`src/pcc_pkg.sv`:
```
// Shared types, register indexes, mode codes and the surface palette of the point colouriser.
package pcc_pkg;

    typedef struct packed {
        logic               op;
        logic               first_of_scan;
        logic [19:0]        range_mm;
        logic signed [23:0] height_cm;
        logic signed [15:0] elevation_cdeg;
        logic signed [15:0] surface_id;
    } t_in_item;

    typedef struct packed {
        logic [7:0] red;
        logic [7:0] green;
        logic [7:0] blue;
    } t_out_item;

    localparam int CFG_INDEX_W = 2;
    localparam int CFG_DATA_W  = 24;

    localparam logic [CFG_INDEX_W-1:0] CFG_COLOR_MODE   = 2'd0;
    localparam logic [CFG_INDEX_W-1:0] CFG_SINGLE_COLOR = 2'd1;
    localparam logic [CFG_INDEX_W-1:0] CFG_RANGE_MIN    = 2'd2;
    localparam logic [CFG_INDEX_W-1:0] CFG_RANGE_MAX    = 2'd3;

    localparam logic [2:0] MODE_SINGLE    = 3'd0;
    localparam logic [2:0] MODE_RANGE     = 3'd1;
    localparam logic [2:0] MODE_HEIGHT    = 3'd2;
    localparam logic [2:0] MODE_ELEVATION = 3'd3;

    localparam logic [2:0]  MODE_RESET   = MODE_RANGE;
    localparam logic [23:0] SINGLE_RESET = 24'hFFFFFF;
    localparam logic [19:0] RMIN_RESET   = 20'd0;
    localparam logic [19:0] RMAX_RESET   = 20'd100000;

    // Work kinds handed from the front end to the back end.
    localparam logic [1:0] KIND_DIRECT  = 2'd0;
    localparam logic [1:0] KIND_RAMP    = 2'd1;
    localparam logic [1:0] KIND_PALETTE = 2'd2;

    // How the ramp position is obtained.
    localparam logic [1:0] NORM_DIV  = 2'd0;
    localparam logic [1:0] NORM_ZERO = 2'd1;
    localparam logic [1:0] NORM_ONE  = 2'd2;
    localparam logic [1:0] NORM_HALF = 2'd3;

    localparam int NORM_W = 24;

    typedef struct packed {
        logic [1:0]        kind;
        logic [1:0]        norm;
        logic [23:0]       rgb;
        logic [NORM_W-1:0] num;
        logic [NORM_W-1:0] den;
        logic [14:0]       sid;
    } t_job;

    localparam logic [23:0] GRAY_RGB = 24'h808080;

    // floor(x / 12) = (x * 43691) >> 19 for every x below 2^15.
    localparam logic [16:0] MOD12_RECIP = 17'd43691;
    localparam int          MOD12_SHIFT = 19;

    function automatic logic [23:0] palette_rgb(input logic [3:0] idx);
        logic [23:0] c;
        unique case (idx)
            4'd0:    c = 24'hFF0000;
            4'd1:    c = 24'h00FF00;
            4'd2:    c = 24'h0000FF;
            4'd3:    c = 24'hFFFF00;
            4'd4:    c = 24'h00FFFF;
            4'd5:    c = 24'hFF00FF;
            4'd6:    c = 24'hFF8000;
            4'd7:    c = 24'h8000FF;
            4'd8:    c = 24'h008080;
            4'd9:    c = 24'hFF66B3;
            4'd10:   c = 24'h80FF00;
            4'd11:   c = 24'h8C5926;
            default: c = GRAY_RGB;
        endcase
        return c;
    endfunction

endpackage

```
`src/point_cloud_colorizer.sv`:
```
// Top level of the lidar point colouriser: front end, job queue and back end.
// The block colours lidar points, each scan being sent twice. A measure transfer (op low)
// is absorbed by the front end in its cycle of acceptance and widens the height and
// elevation extents, or restarts them when first_of_scan is set; it produces no result.
// A colour transfer (op high) is classified at once against the configuration and the
// extents as they stand, and queued for the back end, so later measure points never
// disturb a colour already in flight. The back end takes one job at a time and finishes
// it before taking the next: a fixed colour or the grey of a negative surface id goes
// straight to the output state, a surface palette entry passes through a palette step,
// a clamped or mid-span ramp through the channel and conversion steps, and a ramp
// needing a real division first runs the restoring divider, which produces one
// quotient bit a cycle. Measure transfers stream at one per cycle as long as the
// queue of QUEUE_DEPTH jobs has room; the input is not ready while that queue is full.
// Results sit in an output register that is refilled as it drains.
// Configuration may only be written while the block holds no undelivered colour point.
module point_cloud_colorizer #(
    parameter int FRAC_BITS   = 16,
    parameter int QUEUE_DEPTH = 4
) (
    input  logic                             i_clk,
    input  logic                             i_rst_n,
    input  logic                             i_cfg_we,
    input  logic [pcc_pkg::CFG_INDEX_W-1:0]  i_cfg_index,
    input  logic [pcc_pkg::CFG_DATA_W-1:0]   i_cfg_data,
    input  logic                             i_in_valid,
    output logic                             o_in_ready,
    input  pcc_pkg::t_in_item                i_in_data,
    output logic                             o_out_valid,
    input  logic                             i_out_ready,
    output pcc_pkg::t_out_item               o_out_data
);
    logic          in_accept;
    logic          push, q_full, q_valid, pop;
    pcc_pkg::t_job front_job, back_job;

    // The front end accepts whenever the queue can take a job.
    assign o_in_ready = !q_full;
    assign in_accept  = i_in_valid && !q_full;

    pcc_front u_front (
        .i_clk       (i_clk),
        .i_rst_n     (i_rst_n),
        .i_cfg_we    (i_cfg_we),
        .i_cfg_index (i_cfg_index),
        .i_cfg_data  (i_cfg_data),
        .i_accept    (in_accept),
        .i_item      (i_in_data),
        .o_push      (push),
        .o_job       (front_job)
    );

    pcc_queue #(
        .DEPTH (QUEUE_DEPTH)
    ) u_queue (
        .i_clk   (i_clk),
        .i_rst_n (i_rst_n),
        .i_push  (push),
        .i_job   (front_job),
        .o_full  (q_full),
        .i_pop   (pop),
        .o_valid (q_valid),
        .o_job   (back_job)
    );

    pcc_back #(
        .FRAC_BITS (FRAC_BITS)
    ) u_back (
        .i_clk       (i_clk),
        .i_rst_n     (i_rst_n),
        .i_job_valid (q_valid),
        .i_job       (back_job),
        .o_job_pop   (pop),
        .o_out_valid (o_out_valid),
        .i_out_ready (i_out_ready),
        .o_out_data  (o_out_data)
    );
endmodule

```
`src/pcc_queue.sv`:
```
// Small first-word-fall-through queue of colour jobs between the front and back ends.
module pcc_queue #(
    parameter int DEPTH = 4
) (
    input  logic          i_clk,
    input  logic          i_rst_n,
    input  logic          i_push,
    input  pcc_pkg::t_job i_job,
    output logic          o_full,
    input  logic          i_pop,
    output logic          o_valid,
    output pcc_pkg::t_job o_job
);
    localparam int PTR_W = (DEPTH > 1) ? $clog2(DEPTH) : 1;
    localparam int CNT_W = $clog2(DEPTH + 1);

    pcc_pkg::t_job    r_mem [DEPTH];
    logic [PTR_W-1:0] r_wr_ptr, r_rd_ptr;
    logic [CNT_W-1:0] r_count;
    logic             do_push, do_pop;

    assign o_full  = (r_count == CNT_W'(DEPTH));
    assign o_valid = (r_count != '0);
    assign o_job   = r_mem[r_rd_ptr];
    assign do_push = i_push && !o_full;
    assign do_pop  = i_pop && o_valid;

    always_ff @(posedge i_clk) begin
        if (do_push) begin
            r_mem[r_wr_ptr] <= i_job;
        end
    end

    always_ff @(posedge i_clk) begin
        if (!i_rst_n) begin
            r_wr_ptr <= '0;
            r_rd_ptr <= '0;
            r_count  <= '0;
        end else begin
            if (do_push) begin
                r_wr_ptr <= (r_wr_ptr == PTR_W'(DEPTH - 1)) ? '0 : r_wr_ptr + 1'b1;
            end
            if (do_pop) begin
                r_rd_ptr <= (r_rd_ptr == PTR_W'(DEPTH - 1)) ? '0 : r_rd_ptr + 1'b1;
            end
            if (do_push && !do_pop) begin
                r_count <= r_count + 1'b1;
            end else if (do_pop && !do_push) begin
                r_count <= r_count - 1'b1;
            end
        end
    end
endmodule

```
`src/pcc_front.sv`:
```
// Front end: configuration registers, extent tracking and classification of colour points.
module pcc_front (
    input  logic                                i_clk,
    input  logic                                i_rst_n,
    input  logic                                i_cfg_we,
    input  logic [pcc_pkg::CFG_INDEX_W-1:0]     i_cfg_index,
    input  logic [pcc_pkg::CFG_DATA_W-1:0]      i_cfg_data,
    input  logic                                i_accept,
    input  pcc_pkg::t_in_item                   i_item,
    output logic                                o_push,
    output pcc_pkg::t_job                       o_job
);
    logic [2:0]         r_mode;
    logic [23:0]        r_single;
    logic [19:0]        r_rmin, r_rmax;
    logic signed [23:0] r_h_lo, r_h_hi;
    logic signed [15:0] r_e_lo, r_e_hi;

    logic signed [25:0] v, lo, hi, den, num, den_a, num_a;

    always_ff @(posedge i_clk) begin
        if (!i_rst_n) begin
            r_mode   <= pcc_pkg::MODE_RESET;
            r_single <= pcc_pkg::SINGLE_RESET;
            r_rmin   <= pcc_pkg::RMIN_RESET;
            r_rmax   <= pcc_pkg::RMAX_RESET;
        end else if (i_cfg_we) begin
            unique case (i_cfg_index)
                pcc_pkg::CFG_COLOR_MODE:   r_mode   <= i_cfg_data[2:0];
                pcc_pkg::CFG_SINGLE_COLOR: r_single <= i_cfg_data[23:0];
                pcc_pkg::CFG_RANGE_MIN:    r_rmin   <= i_cfg_data[19:0];
                pcc_pkg::CFG_RANGE_MAX:    r_rmax   <= i_cfg_data[19:0];
                default: ;
            endcase
        end
    end

    // Extents follow the measure pass; a first point restarts them.
    always_ff @(posedge i_clk) begin
        if (!i_rst_n) begin
            r_h_lo <= '0;
            r_h_hi <= '0;
            r_e_lo <= '0;
            r_e_hi <= '0;
        end else if (i_accept && !i_item.op) begin
            if (i_item.first_of_scan) begin
                r_h_lo <= i_item.height_cm;
                r_h_hi <= i_item.height_cm;
                r_e_lo <= i_item.elevation_cdeg;
                r_e_hi <= i_item.elevation_cdeg;
            end else begin
                if (i_item.height_cm < r_h_lo) r_h_lo <= i_item.height_cm;
                if (i_item.height_cm > r_h_hi) r_h_hi <= i_item.height_cm;
                if (i_item.elevation_cdeg < r_e_lo) r_e_lo <= i_item.elevation_cdeg;
                if (i_item.elevation_cdeg > r_e_hi) r_e_hi <= i_item.elevation_cdeg;
            end
        end
    end

    always_comb begin
        unique case (r_mode)
            pcc_pkg::MODE_HEIGHT: begin
                v  = 26'(i_item.height_cm);
                lo = 26'(r_h_lo);
                hi = 26'(r_h_hi);
            end
            pcc_pkg::MODE_ELEVATION: begin
                v  = 26'(i_item.elevation_cdeg);
                lo = 26'(r_e_lo);
                hi = 26'(r_e_hi);
            end
            default: begin
                v  = $signed({6'd0, i_item.range_mm});
                lo = $signed({6'd0, r_rmin});
                hi = $signed({6'd0, r_rmax});
            end
        endcase
        den = hi - lo;
        num = v - lo;
        // Reversed bounds run the ramp backwards.
        den_a = (den < 0) ? -den : den;
        num_a = (den < 0) ? -num : num;
    end

    always_comb begin
        o_push = i_accept && i_item.op;
        o_job  = '0;
        o_job.num = num_a[pcc_pkg::NORM_W-1:0];
        o_job.den = den_a[pcc_pkg::NORM_W-1:0];
        o_job.sid = i_item.surface_id[14:0];
        priority if (r_mode == pcc_pkg::MODE_SINGLE) begin
            o_job.kind = pcc_pkg::KIND_DIRECT;
            o_job.rgb  = r_single;
        end else if (r_mode == pcc_pkg::MODE_RANGE || r_mode == pcc_pkg::MODE_HEIGHT ||
                     r_mode == pcc_pkg::MODE_ELEVATION) begin
            o_job.kind = pcc_pkg::KIND_RAMP;
            priority if (den == 0) o_job.norm = pcc_pkg::NORM_HALF;
            else if (num_a <= 0)   o_job.norm = pcc_pkg::NORM_ZERO;
            else if (num_a >= den_a) o_job.norm = pcc_pkg::NORM_ONE;
            else                   o_job.norm = pcc_pkg::NORM_DIV;
        end else if (i_item.surface_id < 0) begin
            o_job.kind = pcc_pkg::KIND_DIRECT;
            o_job.rgb  = pcc_pkg::GRAY_RGB;
        end else begin
            o_job.kind = pcc_pkg::KIND_PALETTE;
        end
    end
endmodule

```
`src/pcc_back.sv`:
```
// Back end: fraction divider, colour ramp, palette lookup and the output register.
module pcc_back #(
    parameter int FRAC_BITS = 16
) (
    input  logic                i_clk,
    input  logic                i_rst_n,
    input  logic                i_job_valid,
    input  pcc_pkg::t_job       i_job,
    output logic                o_job_pop,
    output logic                o_out_valid,
    input  logic                i_out_ready,
    output pcc_pkg::t_out_item  o_out_data
);
    localparam int T_W   = FRAC_BITS + 1;
    localparam int S_W   = FRAC_BITS + 3;
    localparam int B_W   = FRAC_BITS + 9;
    localparam int CNT_W = $clog2(FRAC_BITS);
    localparam int NW    = pcc_pkg::NORM_W;
    localparam int MOD12_SHIFT_L = pcc_pkg::MOD12_SHIFT;
    localparam logic [T_W-1:0] ONE_Q  = T_W'(1) << FRAC_BITS;
    localparam logic [T_W-1:0] HALF_Q = T_W'(1) << (FRAC_BITS - 1);

    localparam logic [2:0] ST_IDLE = 3'd0;
    localparam logic [2:0] ST_DIV  = 3'd1;
    localparam logic [2:0] ST_CH   = 3'd2;
    localparam logic [2:0] ST_CV   = 3'd3;
    localparam logic [2:0] ST_PAL  = 3'd4;
    localparam logic [2:0] ST_OUT  = 3'd5;

    logic [2:0]           r_state, n_state;
    logic [NW-1:0]        r_rem, r_den;
    logic [FRAC_BITS-1:0] r_quo;
    logic [CNT_W-1:0]     r_cnt;
    logic [T_W-1:0]       r_t;
    logic [T_W-1:0]       r_c0, r_c1, r_c2;
    logic [11:0]          r_pq;
    logic [14:0]          r_sid;
    logic [23:0]          r_rgb;
    logic                 r_out_valid;
    pcc_pkg::t_out_item   r_out;

    logic [NW:0]          rem2;
    logic                 take;
    logic [S_W-1:0]       s;
    logic [1:0]           k;
    logic [T_W-1:0]       f, inv, c0, c1, c2;
    logic [31:0]          prod;
    logic [14:0]          q12;
    logic [14:0]          pal_rem;
    logic                 out_free;

    function automatic logic [7:0] to_byte(input logic [T_W-1:0] c);
        logic [B_W-1:0] w;
        w = (B_W'(c) << 8) - B_W'(c) + B_W'(HALF_Q);
        return w[FRAC_BITS +: 8];
    endfunction

    assign rem2 = {r_rem, 1'b0};
    assign take = (rem2 >= {1'b0, r_den});

    // Ramp over red, yellow, green and blue stops.
    always_comb begin
        s = S_W'(r_t) + (S_W'(r_t) << 1);
        k = (s[S_W-1:FRAC_BITS] > 3'd2) ? 2'd2 : s[FRAC_BITS +: 2];
        f = T_W'(s - (S_W'(k) << FRAC_BITS));
        inv = ONE_Q - f;
        unique case (k)
            2'd0:    begin c0 = ONE_Q; c1 = f;     c2 = '0; end
            2'd1:    begin c0 = inv;   c1 = ONE_Q; c2 = '0; end
            default: begin c0 = '0;    c1 = inv;   c2 = f;  end
        endcase
    end

    assign prod    = 32'(i_job.sid) * 32'(pcc_pkg::MOD12_RECIP);
    assign q12     = (15'(r_pq) << 3) + (15'(r_pq) << 2);
    assign pal_rem = r_sid - q12;

    assign out_free  = !r_out_valid || i_out_ready;
    assign o_job_pop = (r_state == ST_IDLE) && i_job_valid;

    always_comb begin
        n_state = r_state;
        unique case (r_state)
            ST_IDLE: begin
                if (i_job_valid) begin
                    unique case (i_job.kind)
                        pcc_pkg::KIND_RAMP:    n_state = (i_job.norm == pcc_pkg::NORM_DIV) ?
                                                         ST_DIV : ST_CH;
                        pcc_pkg::KIND_PALETTE: n_state = ST_PAL;
                        default:               n_state = ST_OUT;
                    endcase
                end
            end
            ST_DIV:  if (r_cnt == CNT_W'(FRAC_BITS - 1)) n_state = ST_CH;
            ST_CH:   n_state = ST_CV;
            ST_CV:   n_state = ST_OUT;
            ST_PAL:  n_state = ST_OUT;
            ST_OUT:  if (out_free) n_state = ST_IDLE;
            default: n_state = ST_IDLE;
        endcase
    end

    always_ff @(posedge i_clk) begin
        if (!i_rst_n) begin
            r_state     <= ST_IDLE;
            r_out_valid <= 1'b0;
        end else begin
            r_state <= n_state;
            if (r_state == ST_OUT && out_free) begin
                r_out_valid <= 1'b1;
            end else if (i_out_ready) begin
                r_out_valid <= 1'b0;
            end
        end
    end

    always_ff @(posedge i_clk) begin
        unique case (r_state)
            ST_IDLE: begin
                r_rem <= i_job.num;
                r_den <= i_job.den;
                r_cnt <= '0;
                r_rgb <= i_job.rgb;
                r_sid <= i_job.sid;
                r_pq  <= prod[MOD12_SHIFT_L +: 12];
                unique case (i_job.norm)
                    pcc_pkg::NORM_ZERO: r_t <= '0;
                    pcc_pkg::NORM_ONE:  r_t <= ONE_Q;
                    pcc_pkg::NORM_HALF: r_t <= HALF_Q;
                    default:            r_t <= '0;
                endcase
            end
            ST_DIV: begin
                r_rem <= take ? NW'(rem2 - {1'b0, r_den}) : rem2[NW-1:0];
                r_quo <= {r_quo[FRAC_BITS-2:0], take};
                r_cnt <= r_cnt + 1'b1;
                if (r_cnt == CNT_W'(FRAC_BITS - 1)) begin
                    r_t <= {1'b0, r_quo[FRAC_BITS-2:0], take};
                end
            end
            ST_CH: begin
                r_c0 <= c0;
                r_c1 <= c1;
                r_c2 <= c2;
            end
            ST_CV: r_rgb <= {to_byte(r_c0), to_byte(r_c1), to_byte(r_c2)};
            ST_PAL: r_rgb <= pcc_pkg::palette_rgb(pal_rem[3:0]);
            ST_OUT: if (out_free) r_out <= r_rgb;
            default: ;
        endcase
    end

    assign o_out_valid = r_out_valid;
    assign o_out_data  = r_out;
endmodule

```
`config.mk`:
```
export PLATFORM = sky130hd
export DESIGN_NAME = point_cloud_colorizer
export DESIGN_NICKNAME = d
export VERILOG_FILES = /design/src/pcc_pkg.sv /design/src/point_cloud_colorizer.sv /design/src/pcc_queue.sv /design/src/pcc_front.sv /design/src/pcc_back.sv
export SDC_FILE = /design/constraint.sdc
export NUM_CORES = 2
export LEC_CHECK = 0
export BUFFER_PORTS_ARGS = -buffer_cell sky130_fd_sc_hd__buf_2
export CAP_MARGIN = 20
export CORE_ASPECT_RATIO = 0.7
export CORE_MARGIN = 2
export CORE_UTILIZATION = 55
export CTS_CLUSTER_DIAMETER = 40
export CTS_CLUSTER_SIZE = 40
export DETAILED_ROUTE_END_ITERATION = 7
export PLACE_DENSITY = 0.72
export SYNTH_ARGS = -nofsm -noshare
export SYNTH_HDL_FRONTEND = slang
export SYNTH_SLANG_ARGS = --single-unit
```
`constraint.sdc`:
```
create_clock -name i_clk -period 21 [get_ports i_clk]
set_input_delay 6.3 -clock i_clk [delete_from_list [all_inputs] [get_ports i_clk]]
set_output_delay 6.3 -clock i_clk [all_outputs]
set_load 0.1 [all_outputs]
```
==> results by group <==
Timing
  – Setup Skew: 0.0554 ns
  – Fin crit share: 55.6%
  – Worst setup margin: 9.33 ns
  – Post-route setup TNS: 0 ns
  – WHS: 0.417 ns
  – Setup repair after global routing missed its margin: false
  – Slew @ Worst Pin: 1.13 ns
  – Worst slew margin: 22.5%
  – Fin crit period: 11.67 ns
  – Slew Viols, Final: 0
  – Hold Vio Cnt, Final: 0
  – F_max: 0.0857 GHz
  – Final setup fails: 0

Floorplan
  – Die height: 233 um
  – Die X: 331 um
  – Starting Density: 55.9%
  – Core Box Area: 0.0738 sq mm
  – Die Area: 0.0773 sq mm
  – I/O Pins: 135
  – Row cnt: 83

Cells and area
  – Commonest cells after routing, fill and taps aside: 553 x edfxtp_1, 417 x nand2_1, 351 x ha_1
  – Commonest non-fill, non-tap cell in the layout: edfxtp_1
  – Layout Cells excl Fill: 4815
  – Layout fillers: 5734
  – Layout cells sized above 1: 11.9%
  – Area growth, synth to finish: 11.0%
  – Layout Nets: 4287

Clock network
  – Postcts setup bufs: 0
  – TritonCTS Sinks: 713
  – Resize count post-CTS: 0
  – H-tree depth: 3
  – Inserted Clock Buffers: 82
  – CTS tree: yes
  – Clk slew on worst S/H paths: 0.06 ns
  – Max Root-Sink Buffers: 3
  – Hold buffers post-CTS: 0
  – CTS root buf: clkbuf_16
  – Insertion delay to the later sink of the worst-skew pair: 0.66 ns

Global route
  – GR Overflow Total: 0
  – Vias in the first global route: 27200
  – Number of antenna violations at the first check in global routing: 4
  – Gr usage total: 25.5%
  – First-pass GRT wire length: 155000 um
  – Largest net degree at the start of global routing: 104

Synthesis
  – Number of enable flip-flop cells after synthesis: 553
  – Compound-Gate Fraction of Synth Area: 10.9%
  – Seq/Total Area, Yosys: 48.0%
  – Synthesized flop and latch total: 713
  – Multiplexer share of the synthesized area: 8.37%
  – Post-synthesis instance total: 3666
  – Largest family of logic cells by synthesized area: adder cells
  – Synth warnings: 0
  – Cell variety after synth: 98
  – Post-synthesis adder-cell area fraction: 13.4%
  – Most common flop cell mapped by yosys: edfxtp_1
  – Simple-gate share of the synthesized area: 11.8%
  – Post-Syn Nets: 4182
  – Syn Area/Cell: 11.3 sq um
  – Post-Syn Area: 0.0413 sq mm
  – XOR/XNOR Fraction of Synth Area: 3.39%
  – Async S/R FF share, synth: 0%

Routing
  – Vias: 28300
  – Final ANT Viol Nets: 0
  – Drt initial violations: 2571
  – Via/cell ratio: 5.88
  – Wire length per cell: 20.2 um
  – Routed WL: 97400 um
  – 1st-pass router iterations: 5
  – Drc violations: 0

Power and ir drop
  – Pwr/cell area: 186 mW/mm^2
  – Comb power frac: 58.1%
  – Leakage Power: 0.0182 uW
  – IR drop worst, VDD: 0.000345 V
  – Clock power frac: 17.4%
  – Psw: 3610 uW
  – Switching share of power: 42.3%
  – Reg power frac: 24.6%
  – Pwr Total: 8520 uW
  – Internal power: 4910 uW

Setup path
  – Most used cell, CP: a21oi_1
  – Crit Path Max Fanout: 7
  – CP required: 21.36 ns
  – WP depth: 28
  – Slowest stage cell on the critical path: nor4_2
  – Reg2Reg Depth: 24
  – CP Capture Type: flip-flop
  – Bufs and invs on worst path: 2
  – Setup Crit Path Kind: in -> reg
  – Critical Path AT: 12.03 ns
  – Startpoint type of the worst setup path: input port
  – Delay-heaviest family, CP: compound AO/OA/AOI/OAI gates
  – Slowest Stage Delay on Critical Path: 0.50 ns

Place
  – Setup WS pre-CTS: 8.77 ns
  – Placer Congestion: 0.912
  – Placed Cells incl. Taps: 4663
  – Number of port buffers: 134
  – Hpwl dp: 70100 um

Run status
  – Status: complete, no violations

Run
  – MaxCap Viol Count: 0

Hold path
  – Min-Delay Path Class: reg -> reg
  – Worst Hold Depth: 0
-- per-layer routing --
layer | share of wire (%) | global-route usage (%) | vias to the layer above
met1 | 47 | 38.1 | 13700
met5 | 0 | 0 | -
met2 | 44 | 38.9 | 930
li1 | - | - | 13600
met3 | 7.6 | 4.61 | 108
met4 | 1.6 | 5.35 | 0
-- worst register-to-register path: cells and delay by family, from the launching register on --
kind | cells | cell delay, ns
compound gates | 14 | 3.79
simple gates | 6 | 1.28
buf+inv | 2 | 0.84
flops | 1 | 0.62
fa+ha+maj | 2 | 0.86
-- metrics by stage --
step / area (sq um) / util, %
after global routing: 45800 / 62.0
after floorplan: 41300 / -
final: 45800 / 62.0
after detailed placement: 42900 / 58.1
after CTS: 45800 / 62.0
after global placement: 42900 / 58.1
-- synthesized netlist by cell type, drive strengths merged, types with 29 or more instances --
library cell  number  area, sq um
o21ai            162          811
clkbuf           120          450
nand3             85          425
and2              63          394
xor2              65          577
nor2             178          668
xnor2             93          822
nor2b             62          388
a21oi            180          905
nor3              40          200
a31oi             30          188
o21a              31          234
mux2i            139         1390
a21boi            44          330
mux4              91         2050
dfxtp            160         3200
o211ai            29          218
ha               351         4390
nand4             29          196
edfxtp           553        16600
fa                56         1120
a21o              65          488
inv              300         1130
nand2            417         1570
-- kinds of logic after synthesis --
group	Yosys count
other	1
buffers and inverters	444
AND/OR/NAND/NOR	1020
multiplexers	231
AO/OA/AOI/OAI	692
flip-flops	713
XOR/XNOR	158
adder cells (fa/ha/maj)	407
-- flip-flops by register name (all words and copies together) (netlist names), 16 cells and up, named ones only --
register / flops
u_back.r_t: 17
u_back.r_c0: 17
u_front.r_h_hi: 24
u_back.r_den: 24
u_back.o_out_data: 24
u_queue.r_mem: 364
u_front.r_e_hi: 16
u_back.r_c2: 17
u_back.r_rem: 24
u_front.r_e_lo: 16
u_front.r_single: 24
u_back.r_rgb: 24
u_front.r_h_lo: 24
u_front.r_rmax: 20
u_front.r_rmin: 20
u_back.r_c1: 17
-- final timing paths --
check                     from                    end  slack [ns]
min           u_back.r_rgb[21]  u_back.o_out_data[21]        0.42
max reg2reg  u_front.r_mode[2]   u_queue.r_mem[3][88]       13.31
min reg2reg   u_back.r_rgb[21]  u_back.o_out_data[21]        0.42
max              i_in_data[16]   u_queue.r_mem[3][88]        9.33
-- cell type report --
| type | instances | area, sq um | area share, % |
|---|---|---|---|
| antenna | 4 | 10.0 | 0.0219 |
| clock buffer | 92 | 2150 | 4.70 |
| clock inverter | 55 | 694 | 1.52 |
| inverter | 300 | 1130 | 2.46 |
| multi-input combinational | 2509 | 19800 | 43.3 |
| sequential | 713 | 19800 | 43.3 |
| tap | 977 | 1220 | 2.67 |
| timing repair buffer | 165 | 930 | 2.03 |
-- power by group through the flow --
stage | registers (uW) | logic, uW | clock network [uW]
floorplan | 2100 | 3690 | 0
global placement | 2110 | 4690 | 0
detailed placement | 2120 | 4860 | 0
CTS | 2100 | 4970 | 1500
global route | 2120 | 5710 | 1550
finish | 2090 | 4950 | 1480
Power figures use the tool's default switching activity.
